## config.mk

```make
export PLATFORM = sky130hd
export DESIGN_NAME = multipart_boundary_splitter_top
export DESIGN_NICKNAME = d
export VERILOG_FILES = /design/src/sv/mbs_pkg.sv /design/src/sv/mbs_front.sv /design/src/sv/mbs_queue.sv /design/src/sv/mbs_back.sv /design/src/sv/multipart_boundary_splitter_top.sv
export SDC_FILE = /design/constraint.sdc
export NUM_CORES = 2
export LEC_CHECK = 0
export BUFFER_PORTS_ARGS = -buffer_cell sky130_fd_sc_hd__buf_2
export CORE_MARGIN = 4
export CORE_UTILIZATION = 40
export DETAILED_ROUTE_END_ITERATION = 6
export MAX_ROUTING_LAYER = met4
export PLACE_DENSITY = 0.58
export SETUP_SLACK_MARGIN = 0.1
export SKIP_LAST_GASP = 1
export SLEW_MARGIN = 40
export SYNTH_ARGS = -nofsm -noshare
export SYNTH_HDL_FRONTEND = slang
export SYNTH_SLANG_ARGS = --single-unit
```

## constraint.sdc

```tcl
create_clock -name clock -period 55.7 [get_ports clock]
set_input_delay 2.785 -clock clock [delete_from_list [all_inputs] [get_ports clock]]
set_output_delay 2.785 -clock clock [all_outputs]
set_load 0.02 [all_outputs]
```

## src/sv/mbs_pkg.sv

```systemverilog
package mbs_pkg;

   localparam int MAX_BOUNDARY_DEF = 32;
   localparam int TEXT_BYTES       = 32;
   localparam int RESULT_LIMIT     = 4;
   localparam int QUEUE_DEPTH      = 4;
   localparam int LEN_BITS         = 6;
   localparam int IDX_BITS         = 3;
   localparam int WORD_BITS        = 64;

   localparam logic [7:0] CHAR_DASH = 8'h2D;
   localparam logic [7:0] CHAR_CR   = 8'h0D;
   localparam logic [7:0] CHAR_LF   = 8'h0A;

   typedef enum logic [2:0] {
      KIND_HEADER      = 3'd0,
      KIND_HEADERS_END = 3'd1,
      KIND_CONTENT     = 3'd2,
      KIND_COMPLETE    = 3'd3,
      KIND_ABANDONED   = 3'd4,
      KIND_BODY_DONE   = 3'd5
   } kind_type;

   typedef enum logic [2:0] {
      PH_PREAMBLE = 3'd0,
      PH_AFTER    = 3'd1,
      PH_HEADERS  = 3'd2,
      PH_CONTENT  = 3'd3,
      PH_DONE     = 3'd4
   } phase_type;

   typedef enum logic [IDX_BITS-1:0] {
      REG_WORD_0 = 3'd0,
      REG_WORD_1 = 3'd1,
      REG_WORD_2 = 3'd2,
      REG_WORD_3 = 3'd3,
      REG_LENGTH = 3'd4
   } reg_index_type;

   typedef struct packed {
      kind_type   kind;
      logic [7:0] data;
   } result_type;

   typedef struct packed {
      logic [2:0]                         count;
      result_type [RESULT_LIMIT-1:0]      item;
   } bundle_type;

   typedef struct packed {
      logic full;
      logic empty;
   } queue_status_type;

   function automatic bundle_type add_result(bundle_type bu, kind_type k, logic [7:0] d);
      if (bu.count < 3'(RESULT_LIMIT)) begin
         bu.item[bu.count[1:0]].kind = k;
         bu.item[bu.count[1:0]].data = d;
         bu.count = bu.count + 3'd1;
      end
      return bu;
   endfunction

endpackage

```

## src/sv/mbs_front.sv

```systemverilog
module mbs_front #(
   parameter int MAX_BOUNDARY = mbs_pkg::MAX_BOUNDARY_DEF
) (
   input  logic                          clock,
   input  logic                          reset,
   input  logic                          req_tvalid,
   output logic                          req_tready,
   input  logic [7:0]                    req_tdata,
   input  logic                          req_tlast,
   input  logic                          csr_valid,
   input  logic [mbs_pkg::IDX_BITS-1:0]  csr_index,
   input  logic [mbs_pkg::WORD_BITS-1:0] csr_data,
   input  mbs_pkg::queue_status_type     q_status,
   output logic                          push,
   output mbs_pkg::bundle_type           push_bundle
);
   import mbs_pkg::*;

   localparam int WIN = MAX_BOUNDARY + 4;
   localparam int LIM = (MAX_BOUNDARY < TEXT_BYTES) ? MAX_BOUNDARY : TEXT_BYTES;
   localparam int FW  = $clog2(WIN + 1);
   localparam int IW  = $clog2(WIN);

   logic [WORD_BITS-1:0] word_ff [4];
   logic [LEN_BITS-1:0]  length_ff;
   logic                 settle_ff;

   logic [7:0]    pat_ff  [WIN];
   logic [WIN-1:0] mask_ff;
   logic [FW-1:0] n_ff, d_ff;
   logic [IW-1:0] ix_d_ff, ix_d1_ff;
   logic [FW-1:0] n_in, d_in;
   logic [7:0]    pat_in  [WIN];
   logic [WIN-1:0] mask_in;

   logic [7:0]    w_ff [WIN];
   logic [7:0]    w_in [WIN];
   logic [7:0]    wsh  [WIN];
   logic [FW-1:0] fill_ff, fill_in;
   phase_type     phase_ff, phase_in;

   logic          accept;
   logic          tail_ok;
   bundle_type    bu;

   assign req_tready = !settle_ff && !q_status.full;
   assign accept     = req_tvalid && req_tready;

   // boundary pattern, newest byte at index 0
   always_comb begin
      logic [8*TEXT_BYTES-1:0] text;
      int idx;
      logic [4:0] ti;
      text = {word_ff[3], word_ff[2], word_ff[1], word_ff[0]};
      if (length_ff == '0) begin
         n_in = FW'(1);
      end else if (int'(length_ff) > LIM) begin
         n_in = FW'(LIM);
      end else begin
         n_in = FW'(length_ff);
      end
      d_in = n_in + FW'(2);
      for (int k = 0; k < WIN; k++) begin
         idx = int'(d_in) - 1 - k;
         ti  = 5'(idx - 2);
         mask_in[k] = (k < int'(d_in));
         if (k >= int'(d_in)) begin
            pat_in[k] = 8'h00;
         end else if (idx < 2) begin
            pat_in[k] = CHAR_DASH;
         end else begin
            pat_in[k] = text[8*ti +: 8];
         end
      end
   end

   always_ff @(posedge clock) begin
      pat_ff   <= pat_in;
      mask_ff  <= mask_in;
      n_ff     <= n_in;
      d_ff     <= d_in;
      ix_d_ff  <= IW'(d_in);
      ix_d1_ff <= IW'(d_in + FW'(1));
   end

   always_ff @(posedge clock) begin
      if (reset) begin
         word_ff[0] <= '0;
         word_ff[1] <= '0;
         word_ff[2] <= '0;
         word_ff[3] <= '0;
         length_ff  <= LEN_BITS'(1);
         settle_ff  <= 1'b1;
      end else begin
         settle_ff <= csr_valid;
         if (csr_valid) begin
            case (csr_index)
               REG_WORD_0: word_ff[0] <= csr_data;
               REG_WORD_1: word_ff[1] <= csr_data;
               REG_WORD_2: word_ff[2] <= csr_data;
               REG_WORD_3: word_ff[3] <= csr_data;
               REG_LENGTH: length_ff  <= csr_data[LEN_BITS-1:0];
               default: ;
            endcase
         end
      end
   end

   always_comb begin
      wsh[0] = req_tdata;
      for (int k = 1; k < WIN; k++) begin
         wsh[k] = w_ff[k-1];
      end
      tail_ok = 1'b1;
      for (int k = 0; k < WIN; k++) begin
         if (mask_ff[k] && wsh[k] != pat_ff[k]) begin
            tail_ok = 1'b0;
         end
      end
   end

   always_comb begin
      logic [FW-1:0] f, tot;
      logic [7:0]    b, a;
      logic          held, hold_new;
      w_in     = w_ff;
      fill_in  = fill_ff;
      phase_in = phase_ff;
      bu       = '0;
      b        = req_tdata;
      a        = w_ff[0];
      f        = '0;
      tot      = '0;
      held     = 1'b0;
      hold_new = 1'b0;
      if (accept) begin
         case (phase_ff)
            PH_PREAMBLE: begin
               f   = (fill_ff > d_ff - FW'(1)) ? d_ff - FW'(1) : fill_ff;
               tot = f + FW'(1);
               w_in = wsh;
               if (tot >= d_ff && tail_ok) begin
                  phase_in = PH_AFTER;
                  fill_in  = '0;
               end else begin
                  fill_in = tot;
               end
            end
            PH_AFTER: begin
               w_in = wsh;
               if (fill_ff == '0) begin
                  fill_in = FW'(1);
                  if (!(b == CHAR_DASH || b == CHAR_CR)) begin
                     phase_in = PH_HEADERS;
                     bu = add_result(bu, KIND_HEADER, b);
                  end
               end else if (a == CHAR_DASH && b == CHAR_DASH) begin
                  phase_in = PH_DONE;
                  fill_in  = '0;
               end else if (a == CHAR_CR && b == CHAR_LF) begin
                  phase_in = PH_HEADERS;
                  fill_in  = '0;
               end else begin
                  phase_in = PH_HEADERS;
                  fill_in  = FW'(2);
                  bu = add_result(bu, KIND_HEADER, a);
                  bu = add_result(bu, KIND_HEADER, b);
               end
            end
            PH_HEADERS: begin
               held = fill_ff >= FW'(3) && w_ff[2] == CHAR_CR && w_ff[1] == CHAR_LF &&
                      w_ff[0] == CHAR_CR;
               if (held && b == CHAR_LF) begin
                  bu = add_result(bu, KIND_HEADERS_END, 8'h00);
                  phase_in = PH_CONTENT;
                  fill_in  = '0;
               end else begin
                  if (held) begin
                     bu = add_result(bu, KIND_HEADER, CHAR_CR);
                  end
                  hold_new = b == CHAR_CR && fill_ff >= FW'(2) && w_ff[1] == CHAR_CR &&
                             w_ff[0] == CHAR_LF;
                  if (!hold_new) begin
                     bu = add_result(bu, KIND_HEADER, b);
                  end
                  w_in    = wsh;
                  fill_in = ((fill_ff > FW'(2)) ? FW'(2) : fill_ff) + FW'(1);
               end
            end
            PH_CONTENT: begin
               f   = (fill_ff > n_ff + FW'(3)) ? n_ff + FW'(3) : fill_ff;
               tot = f + FW'(1);
               w_in = wsh;
               if (tot >= d_ff && tail_ok) begin
                  if (tot == d_ff + FW'(2)) begin
                     if (!(wsh[ix_d1_ff] == CHAR_CR && wsh[ix_d_ff] == CHAR_LF)) begin
                        bu = add_result(bu, KIND_CONTENT, wsh[ix_d1_ff]);
                        bu = add_result(bu, KIND_CONTENT, wsh[ix_d_ff]);
                     end
                  end else if (tot == d_ff + FW'(1)) begin
                     bu = add_result(bu, KIND_CONTENT, wsh[ix_d_ff]);
                  end
                  bu = add_result(bu, KIND_COMPLETE, 8'h00);
                  phase_in = PH_AFTER;
                  fill_in  = '0;
               end else if (tot >= n_ff + FW'(4)) begin
                  // window full: release the oldest byte
                  bu = add_result(bu, KIND_CONTENT, wsh[ix_d1_ff]);
                  fill_in = tot - FW'(1);
               end else begin
                  fill_in = tot;
               end
            end
            default: phase_in = PH_DONE;
         endcase
         if (req_tlast) begin
            if (phase_in == PH_HEADERS || phase_in == PH_CONTENT) begin
               bu = add_result(bu, KIND_ABANDONED, 8'h00);
            end
            bu = add_result(bu, KIND_BODY_DONE, 8'h00);
            phase_in = PH_PREAMBLE;
            fill_in  = '0;
         end
      end
      if (csr_valid && csr_index == REG_LENGTH) begin
         phase_in = PH_PREAMBLE;
         fill_in  = '0;
      end
   end

   always_ff @(posedge clock) begin
      if (reset) begin
         phase_ff <= PH_PREAMBLE;
         fill_ff  <= '0;
      end else begin
         phase_ff <= phase_in;
         fill_ff  <= fill_in;
      end
   end

   always_ff @(posedge clock) begin
      w_ff <= w_in;
   end

   assign push        = accept && bu.count != 3'd0;
   assign push_bundle = bu;

   a_after_fill: assert property (@(posedge clock) disable iff (reset)
      phase_ff == PH_AFTER |-> fill_ff <= FW'(1))
      else $error("after-delimiter window holds more than one byte");
   a_header_fill: assert property (@(posedge clock) disable iff (reset)
      phase_ff == PH_HEADERS |-> fill_ff <= FW'(3))
      else $error("header window holds more than three bytes");
   a_end_pushes: assert property (@(posedge clock) disable iff (reset)
      accept && req_tlast |-> push)
      else $error("last body byte produced no body-done result");

endmodule

```

## src/sv/mbs_queue.sv

```systemverilog
module mbs_queue (
   input  logic                      clock,
   input  logic                      reset,
   input  logic                      push,
   input  mbs_pkg::bundle_type       push_bundle,
   input  logic                      pop,
   output mbs_pkg::bundle_type       head,
   output mbs_pkg::queue_status_type status
);
   import mbs_pkg::*;

   localparam int PW = $clog2(QUEUE_DEPTH);

   bundle_type      slot_ff [QUEUE_DEPTH];
   logic [PW-1:0]   wr_ff, rd_ff;
   logic [PW:0]     count_ff;

   assign status.full  = count_ff == (PW+1)'(QUEUE_DEPTH);
   assign status.empty = count_ff == '0;
   assign head         = slot_ff[rd_ff];

   always_ff @(posedge clock) begin
      if (push) begin
         slot_ff[wr_ff] <= push_bundle;
      end
   end

   always_ff @(posedge clock) begin
      if (reset) begin
         wr_ff    <= '0;
         rd_ff    <= '0;
         count_ff <= '0;
      end else begin
         if (push) begin
            wr_ff <= wr_ff + PW'(1);
         end
         if (pop) begin
            rd_ff <= rd_ff + PW'(1);
         end
         count_ff <= count_ff + (PW+1)'(push) - (PW+1)'(pop);
      end
   end

   a_no_overflow: assert property (@(posedge clock) disable iff (reset)
      status.full |-> !push)
      else $error("push into full queue");
   a_no_underflow: assert property (@(posedge clock) disable iff (reset)
      status.empty |-> !pop)
      else $error("pop from empty queue");

endmodule

```

## src/sv/mbs_back.sv

```systemverilog
module mbs_back (
   input  logic                      clock,
   input  logic                      reset,
   input  mbs_pkg::bundle_type       head,
   input  mbs_pkg::queue_status_type q_status,
   output logic                      pop,
   output logic                      rsp_tvalid,
   input  logic                      rsp_tready,
   output logic [7:0]                rsp_tdata,
   output logic [2:0]                rsp_tuser,
   output logic                      rsp_tlast
);
   import mbs_pkg::*;

   logic [1:0] idx_ff;
   logic       valid_ff;
   logic [7:0] data_ff;
   kind_type   kind_ff;
   logic       last_ff;
   logic       load;
   logic       at_last;

   assign load    = !q_status.empty && (!valid_ff || rsp_tready);
   assign at_last = ({1'b0, idx_ff} + 3'd1) == head.count;
   assign pop     = load && at_last;

   always_ff @(posedge clock) begin
      if (reset) begin
         valid_ff <= 1'b0;
         idx_ff   <= '0;
      end else begin
         if (load) begin
            valid_ff <= 1'b1;
            idx_ff   <= at_last ? 2'd0 : idx_ff + 2'd1;
         end else if (rsp_tready) begin
            valid_ff <= 1'b0;
         end
      end
   end

   always_ff @(posedge clock) begin
      if (load) begin
         kind_ff <= head.item[idx_ff].kind;
         data_ff <= head.item[idx_ff].data;
         last_ff <= at_last;
      end
   end

   assign rsp_tvalid = valid_ff;
   assign rsp_tdata  = data_ff;
   assign rsp_tuser  = kind_ff;
   assign rsp_tlast  = last_ff;

   a_idx_in_range: assert property (@(posedge clock) disable iff (reset)
      load |-> {1'b0, idx_ff} < head.count)
      else $error("result index beyond bundle count");

endmodule

```

## src/sv/multipart_boundary_splitter_top.sv

```systemverilog
// Multipart body splitter.
// Request channel (req_): one body byte per request, req_tlast on the last
// byte of a body. Response channel (rsp_): tdata carries a header or content
// byte, tuser the result kind (header byte, headers end, content byte, part
// complete, part abandoned, body done), tlast marks the final result caused
// by one request. Configuration (csr_): boundary text words 0..3, then the
// boundary length; writing the length restarts the parser in its preamble.
// One request is taken per cycle while the result queue has room. Results
// are written into the queue, then registered at the output, which drains one
// result per cycle while the receiver is ready; requests with several results
// set the long-run rate. The delimiter compare over the window is combinational.
// The request side stays ready while fewer than four bundles wait, so a
// stalled receiver holds the front back only once that queue is full.
// Reset clears the parser, the queue and the registers (length one); the
// request side is held not ready by a settle register after reset and after
// each configuration write while the boundary pattern is rebuilt.
module multipart_boundary_splitter_top #(
   parameter int MAX_BOUNDARY = mbs_pkg::MAX_BOUNDARY_DEF
) (
   input  logic                          clock,
   input  logic                          reset,
   input  logic                          req_tvalid,
   output logic                          req_tready,
   input  logic [7:0]                    req_tdata,   // [7:0] body_byte
   input  logic                          req_tlast,
   output logic                          rsp_tvalid,
   input  logic                          rsp_tready,
   output logic [7:0]                    rsp_tdata,   // [7:0] data
   output logic [2:0]                    rsp_tuser,   // [2:0] kind
   output logic                          rsp_tlast,
   input  logic                          csr_valid,
   output logic                          csr_ready,
   input  logic [mbs_pkg::IDX_BITS-1:0]  csr_index,
   input  logic [mbs_pkg::WORD_BITS-1:0] csr_data
);
   import mbs_pkg::*;

   logic             push, pop;
   bundle_type       push_bundle, head;
   queue_status_type q_status;

   assign csr_ready = 1'b1;

   mbs_front #(.MAX_BOUNDARY(MAX_BOUNDARY)) u_front (
      .clock       (clock),
      .reset       (reset),
      .req_tvalid  (req_tvalid),
      .req_tready  (req_tready),
      .req_tdata   (req_tdata),
      .req_tlast   (req_tlast),
      .csr_valid   (csr_valid),
      .csr_index   (csr_index),
      .csr_data    (csr_data),
      .q_status    (q_status),
      .push        (push),
      .push_bundle (push_bundle)
   );

   mbs_queue u_queue (
      .clock       (clock),
      .reset       (reset),
      .push        (push),
      .push_bundle (push_bundle),
      .pop         (pop),
      .head        (head),
      .status      (q_status)
   );

   mbs_back u_back (
      .clock      (clock),
      .reset      (reset),
      .head       (head),
      .q_status   (q_status),
      .pop        (pop),
      .rsp_tvalid (rsp_tvalid),
      .rsp_tready (rsp_tready),
      .rsp_tdata  (rsp_tdata),
      .rsp_tuser  (rsp_tuser),
      .rsp_tlast  (rsp_tlast)
   );

endmodule

```

# Yosys cells after proc, flatten, opt, wreduce, memory -nomap -nowiden
# Memories as Yosys holds them, arrays and structs flattened. A register that Yosys moved wholly into a read port is not among the register bits.
# Cells that the tools add are included.
# totals
register_bits	660
memories	2
out_inout_bits	15
in_bits	81
ramBits	444
# classes
n_addsub	94
shift	36
n_reduce_logical	117
eq_ne	61
bitwise	6
mux	221
magnitude_cmp	138
# mem_list
memory	words	width	rd	rd_ports_with_merged_regs	write_ports	line_no	source
u_front.word_ff	4	64	4	0	4	mbs_front.sv:24	logic [WORD_BITS-1:0] word_ff [4];
u_queue.slot_ff	4	47	1	1	1	mbs_queue.sv:14	bundle_type slot_ff [QUEUE_DEPTH];
# ops
operator	count
256-bit by 9-bit variable part select with 8-bit output	36
47-bit 2-to-1 mux	26
32-bit by 3-bit less-than comparator with 1-bit output (second input constant)	35
288-bit one-hot mux with 2 select lines	1
44-bit bitwise mux	12
288-bit 2-to-1 mux	1
6-bit 2-to-1 mux	48
8-bit inequality test	36
11-bit demux with 2-bit select	12
64-bit 2-to-1 mux	4
11-bit 2-to-1 mux	17
45-bit 2-to-1 mux	4
5-bit by 3-bit subtractor with 5-bit output (second input constant)	35
47-bit one-hot mux with 3 select lines	1
7-bit by 6-bit subtractor with 8-bit output (second input constant)	16
8-bit binary-select mux with 6-bit select	2
5-bit by 6-bit greater-or-equal comparator with 1-bit output (first input constant)	16
5-bit by 6-bit less-than comparator with 1-bit output (first input constant)	16
8-bit 2-to-1 mux	10
2-bit OR reduction	37
8-bit by 4-bit == test with 1-bit output (second input constant)	9
7-bit by 5-bit subtractor with 8-bit output (second input constant)	8
1-bit logical AND	60
1-bit 2-to-1 mux	58
other kinds (58)	173

# Logic depth before layout (Yosys ltp)
# depth
word_depth	87
depth_mapped	39
ltp_nobuf	35

# Modules after synthesis
# Synthesis repeated with hierarchy kept, for this count alone.
# unflattened
cells_unflattened	5337
hier_area_um2	62782.7
# modules_own_cells
mod	cells_per_inst	n_inst	seq_area_each_um2	area_per_inst_um2
mbs_front	5002	1	23222.3	54679.9
mbs_queue	287	1	5825.6	7243.2
mbs_back	46	1	420.4	848.3
multipart_boundary_splitter_top	2	1	0.0	11.3

# Worst setup path before layout
# No wires, ideal clock.
# synth_timing
path_kind	input to register
from	input req_tvalid
to	register u_front.w_ff[100] (netlist bit) (enable)
path_buffers	1
arrival_time_ns	22.125
setup_time_ns	1.263
setup_slack_ns	32.311
required_ns	54.437
path_stages	3
cell_sequence	nand2_1 > clkbuf_1 > nor3_1
# synth_via
elab_chain_len	2
# synth_rtl
item	line_no	source
from (decl)	multipart_boundary_splitter_top.sv:22	input logic req_tvalid,
1-bit logical AND	mbs_front.sv:47	assign accept = req_tvalid && req_tready;
3-bit AND reduction (no line)	n/a	
to (signal assigned)	mbs_front.sv:242	w_ff <= w_in;
to (decl)	mbs_front.sv:36	logic [7:0] w_ff [WIN];
# Every way passes these cells.
# A chain may end at the register's enable or synchronous reset.

# Worst setup path in the final report
# layout_timing
from	register u_front.n_ff[0]
to	register u_queue.count_ff[2]
# layout_via
elab_chain_len	28
word_cells_on_any_way	43
classes_between	add/sub (8); order compare (6); eq/ne (4); mux (21); reduce/logical (4)
# layout_rtl
item	line_no	source
from (decl)	mbs_front.sv:30	logic [FW-1:0] n_ff, d_ff;
from (signal assigned)	mbs_front.sv:80	n_ff <= n_in;
6-bit by 2-bit adder with 6-bit output	mbs_front.sv:191	f = (fill_ff > n_ff + FW'(3)) ? n_ff + FW'(3) : fill_ff;
6-bit > comparator	mbs_front.sv:191	
6-bit 2-to-1 mux	mbs_front.sv:191	
6-bit by 1-bit adder with 6-bit output	mbs_front.sv:192	tot = f + FW'(1);
6-bit == test	mbs_front.sv:200	end else if (tot == d_ff + FW'(1)) begin
45-bit 2-to-1 mux	mbs_front.sv:200	
47-bit 2-to-1 mux	mbs_front.sv:195	if (tot == d_ff + FW'(2)) begin
47-bit 2-to-1 mux	mbs_front.sv:194	if (tot >= d_ff && tail_ok) begin
[13 not listed]	n/a	
47-bit 2-to-1 mux	mbs_pkg.sv:56	if (bu.count < 3'(RESULT_LIMIT)) begin
47-bit 2-to-1 mux *	mbs_front.sv:216	if (req_tlast) begin
47-bit 2-to-1 mux *	mbs_front.sv:136	if (accept) begin
3-bit nonzero test *	mbs_front.sv:245	assign push = accept && bu.count != 3'd0;
1-bit logical AND *	mbs_front.sv:245	
via push	multipart_boundary_splitter_top.sv:38	logic push, pop;
3-bit by 1-bit adder with 3-bit output *	mbs_queue.sv:40	count_ff <= count_ff + (PW+1)'(push) - (PW+1)'(pop);
3-bit by 1-bit subtractor with 3-bit output *	mbs_queue.sv:40	
to (signal assigned)	mbs_queue.sv:40	
to (decl)	mbs_queue.sv:16	logic [PW:0] count_ff;
# Mark *: on every way through the listed nets, which the timed path passes. The rest lies on a longest branch. The select of a mux whose other input is x is not followed.

==> impl_metrics.py <==
metrics = {
    "status": {
        "status": "completed",
    },
    "critical_path": {
        "slowest_delay_ps": 490,
        "critPathRequiredTime_ps": 56310,
        "cp.arrival_ps": 9620,
        "setup.worst_path.start_class": "flip-flop",
        "reg2reg_to": "u_queue.count_ff[2]$_SDFF_PP0_",
        "path_delay_family": "compound AO/OA/AOI/OAI gates",
        "critPathBufInv": 6,
        "crit_fanout": 13,
        "crit_type": "reg2reg",
        "cp_slowest_cell": "ha_1",
        "crit_path_end_kind": "flip-flop",
        "r2r_setup_slack_ps": 46690,
        "reg2regPathDepth": 36,
        "crit_top_cell": "ha_1",
        "rr_startpoint": "u_front.n_ff[0]$_DFF_P_",
    },
    "synth": {
        "synthTopCellsByArea": "edfxtp_1 (34%), mux2i_1 (22%), dfxtp_1 (12%)",
        "synth.top_cell.area_share_pct": 33.81,
        "syn_avg_cell_area_um2": 11.50,
        "postSynthCellCount": 5192,
        "synth.largest_area_cell": "edfxtp_1",
        "synthArstFlopShare_pct": 0,
        "yosysSeqAreaShare_pct": 46.15,
        "ys.flop_type": "edfxtp_1",
        "ys_types": 91,
        "synth_edf_count": 672,
        "synth_warnings": 0,
        "ys_ff_latch": 1040,
        "syn_area_mm2": 0.05969,
    },
    "final_layout": {
        "area_growth_pct": 12.65,
        "final_area_mm2": 0.06724,
        "final_nets": 5425,
        "final_layout_size_suffix_gt1_share_pct": 12.22,
    },
    "route": {
        "wl_per_cell_um": 33.74,
        "drt_iter0_drc": 5526,
        "drt-pass1-iter-count": 6,
        "post-route-drc-count": 0,
        "routed_wl_um": 246300,
        "num_vias": 44430,
        "ant_nets": 0,
        "post_drt_via_cell_ratio": 6.086,
    },
    "cts": {
        "h-tree-depth": 3,
        "insertion_delay_ps": 750,
        "cts_tree": "done",
        "numCtsBuffers": 111,
        "cts_resized": 0,
        "cts_sinks": 1040,
        "max-clock-path-buffers": 3,
        "ctsHoldBuffers": 0,
        "clk_pin_slew_ps": 60,
        "clockRootBuffer": "clkbuf_16",
        "cts_setup_buffers": 0,
    },
    "floorplanning": {
        "die_width_um": 394.3,
        "die_height_um": 394.3,
        "rows": 141,
        "ios": 96,
        "core_mm2": 0.1480,
        "dieArea_mm2": 0.1555,
        "initial_core_util_pct": 40.33,
    },
    "global_route": {
        "grt.overflow.total": 0,
        "grt_pass1_vias": 41800,
        "grt_max_degree": 89,
        "antenna_found_initial": 41,
        "grtUsageTotal_pct": 31.67,
        "grt_pass1_wl_um": 338100,
    },
    "worst_hold_path": {
        "min_path_cells": 0,
        "hold_path_class": "reg2reg",
        "min-delay-start": "u_front.w_ff[186]$_DFFE_PP_",
        "min_to": "u_front.w_ff[178]$_DFFE_PP_",
    },
    "sta": {
        "fin_skew_ps": 42.71,
        "fin_tns_setup_ps": 0,
        "finalHoldViolCount": 0,
        "period_share_pct": 16.17,
        "rsz0062_at_grt": "false",
        "slew_headroom_pct": 32.37,
        "slew_viol_final": 0,
        "fin_crit_ps": 9007,
        "setup_viol": 0,
        "timing.fmax_mhz": 111.0,
        "worst_pin_slew_ps": 1010,
    },
    "power_and_ir_drop": {
        "power.total_w": 0.002139,
        "power_density_mw_per_mm2": 31.81,
        "peakVddDrop_mv": 0.02736,
        "power_leakage_nw": 26.03,
    },
    "place": {
        "post-dp-hpwl_um": 196000,
        "gp_congestion": 1.085,
        "post_dp_cell_area_mm2": 0.06326,
        "port_buffers": 94,
    },
    "job": {
        "cap_violations": 0,
    },
}
## worst register-to-register path: cells and delay by family, from the launching register on
family          cells  cell delay [ps]
xor+xnor            3              510
compound gates     12             3130
fa+ha+maj           8             2540
buf+inv             6              900
simple gates        7             1380
flops               1              440
## worst max-delay path by stage
stage               slack, ps                                to                    start  cells after the start
floorplan               32310       u_front.w_ff[100]$_DFFE_PP_               req_tvalid                      3
global placement        46690  u_queue.slot_ff[0][17]$_DFFE_PP_  u_front.n_ff[0]$_DFF_P_                     31
detailed placement      46720    u_queue.count_ff[2]$_SDFF_PP0_  u_front.n_ff[0]$_DFF_P_                     36
CTS                     46700    u_queue.count_ff[2]$_SDFF_PP0_  u_front.n_ff[0]$_DFF_P_                     36
global route            45810    u_queue.count_ff[2]$_SDFF_PP0_  u_front.n_ff[0]$_DFF_P_                     36
finish                  46690    u_queue.count_ff[2]$_SDFF_PP0_  u_front.n_ff[0]$_DFF_P_                     36
## cells by family (layout without fill, tap and decap cells)
family	Yosys count	after routing	synth area share (%)
compound gates	624	624	6.510
xor+xnor	393	393	5.890
fa+ha+maj	101	101	2.079
buf+inv	367	524	2.543
flops	1040	1040	46.15
mux	1455	1455	26.79
other cells	2	23	0.01258
simple gates	1210	1210	10.03
## cells in the mapped netlist (23+ instances only)
cell         n
dfxtp_1    368
buf_1       57
edfxtp_1   672
a21oi_1    237
nor2b_1     29
inv_1       83
mux4_2     113
nor3_1      61
xnor2_1    362
nand4_1     89
nand2b_1    41
buf_2       37
mux2i_1   1334
clkbuf_1   164
and2_1     267
xor2_1      23
ha_1        88
a22oi_1     52
o21ai_0     94
nand3_1     51
nand2_1    380
nor2_1     226
a31oi_1     76
## sequential cells by signal, indices dropped and copies added (netlist names), 3 cells and up, named ones only
name               flops
u_front.pat_ff       288
u_front.w_ff         280
u_front.word_ff      256
u_queue.slot_ff      124
u_front.mask_ff       36
u_back.rsp_tdata       8
u_front.fill_ff        6
u_front.ix_d1_ff       6
u_front.length_ff      6
u_front.n_ff           6
u_front.d_ff           4
u_back.rsp_tuser       3
u_front.phase_ff       3
u_queue.count_ff       3
## area by class of cell
type                       count  area [um^2]
sequential                  1040        27560
clock inverter                50        536.8
fill                       13680        80780
inverter                      93        366.6
timing repair buffer         221         1639
antenna                       18        45.04
tap                         1930         2415
clock buffer                 160         3267
multi-input combinational   3788        31410
## layout by cell type, fill, tap and decap left out, drive strengths merged, types with 77 or more instances in the layout
cell type,instances
nand2,380
dfxtp,368
nor2,226
ha,88
xnor2,368
a21oi,237
nand4,89
and2,267
mux4,113
o21ai,95
a31oi,77
edfxtp,672
inv,94
mux2i,1334
clkbuf,160
buf,221
## metal layers
metal  share of wire [%]  GRT usage [%]
met1                  41          41.50
met2                  44          48.10
met3                 8.6          5.872
met4                 5.5          13.77
met5                   0              -
## through the flow
stage / utilization, % / hold WS [ps] / instances / setup WS, ps
3_5_place_dp: 42.74 / 521.4 / 7069 / 46720
5_1_grt: 45.42 / 549.2 / 7297 / 45810
4_1_cts: 45.31 / 520.3 / 7279 / 46700
3_3_place_gp: 42.43 / 501.6 / 7056 / 46690
2_1_floorplan: - / 483.5 / 5195 / 32310
6_report: 45.43 / 528.4 / 7300 / 46690
## report_power, final
group          switching, W  internal (W)  leakage [nW]
clock              0.000329      0.000442          1.86
combinational      0.000313      0.000152          14.9
sequential        0.0000396      0.000864          9.24
No activity file was read; power rests on OpenSTA's default activity.
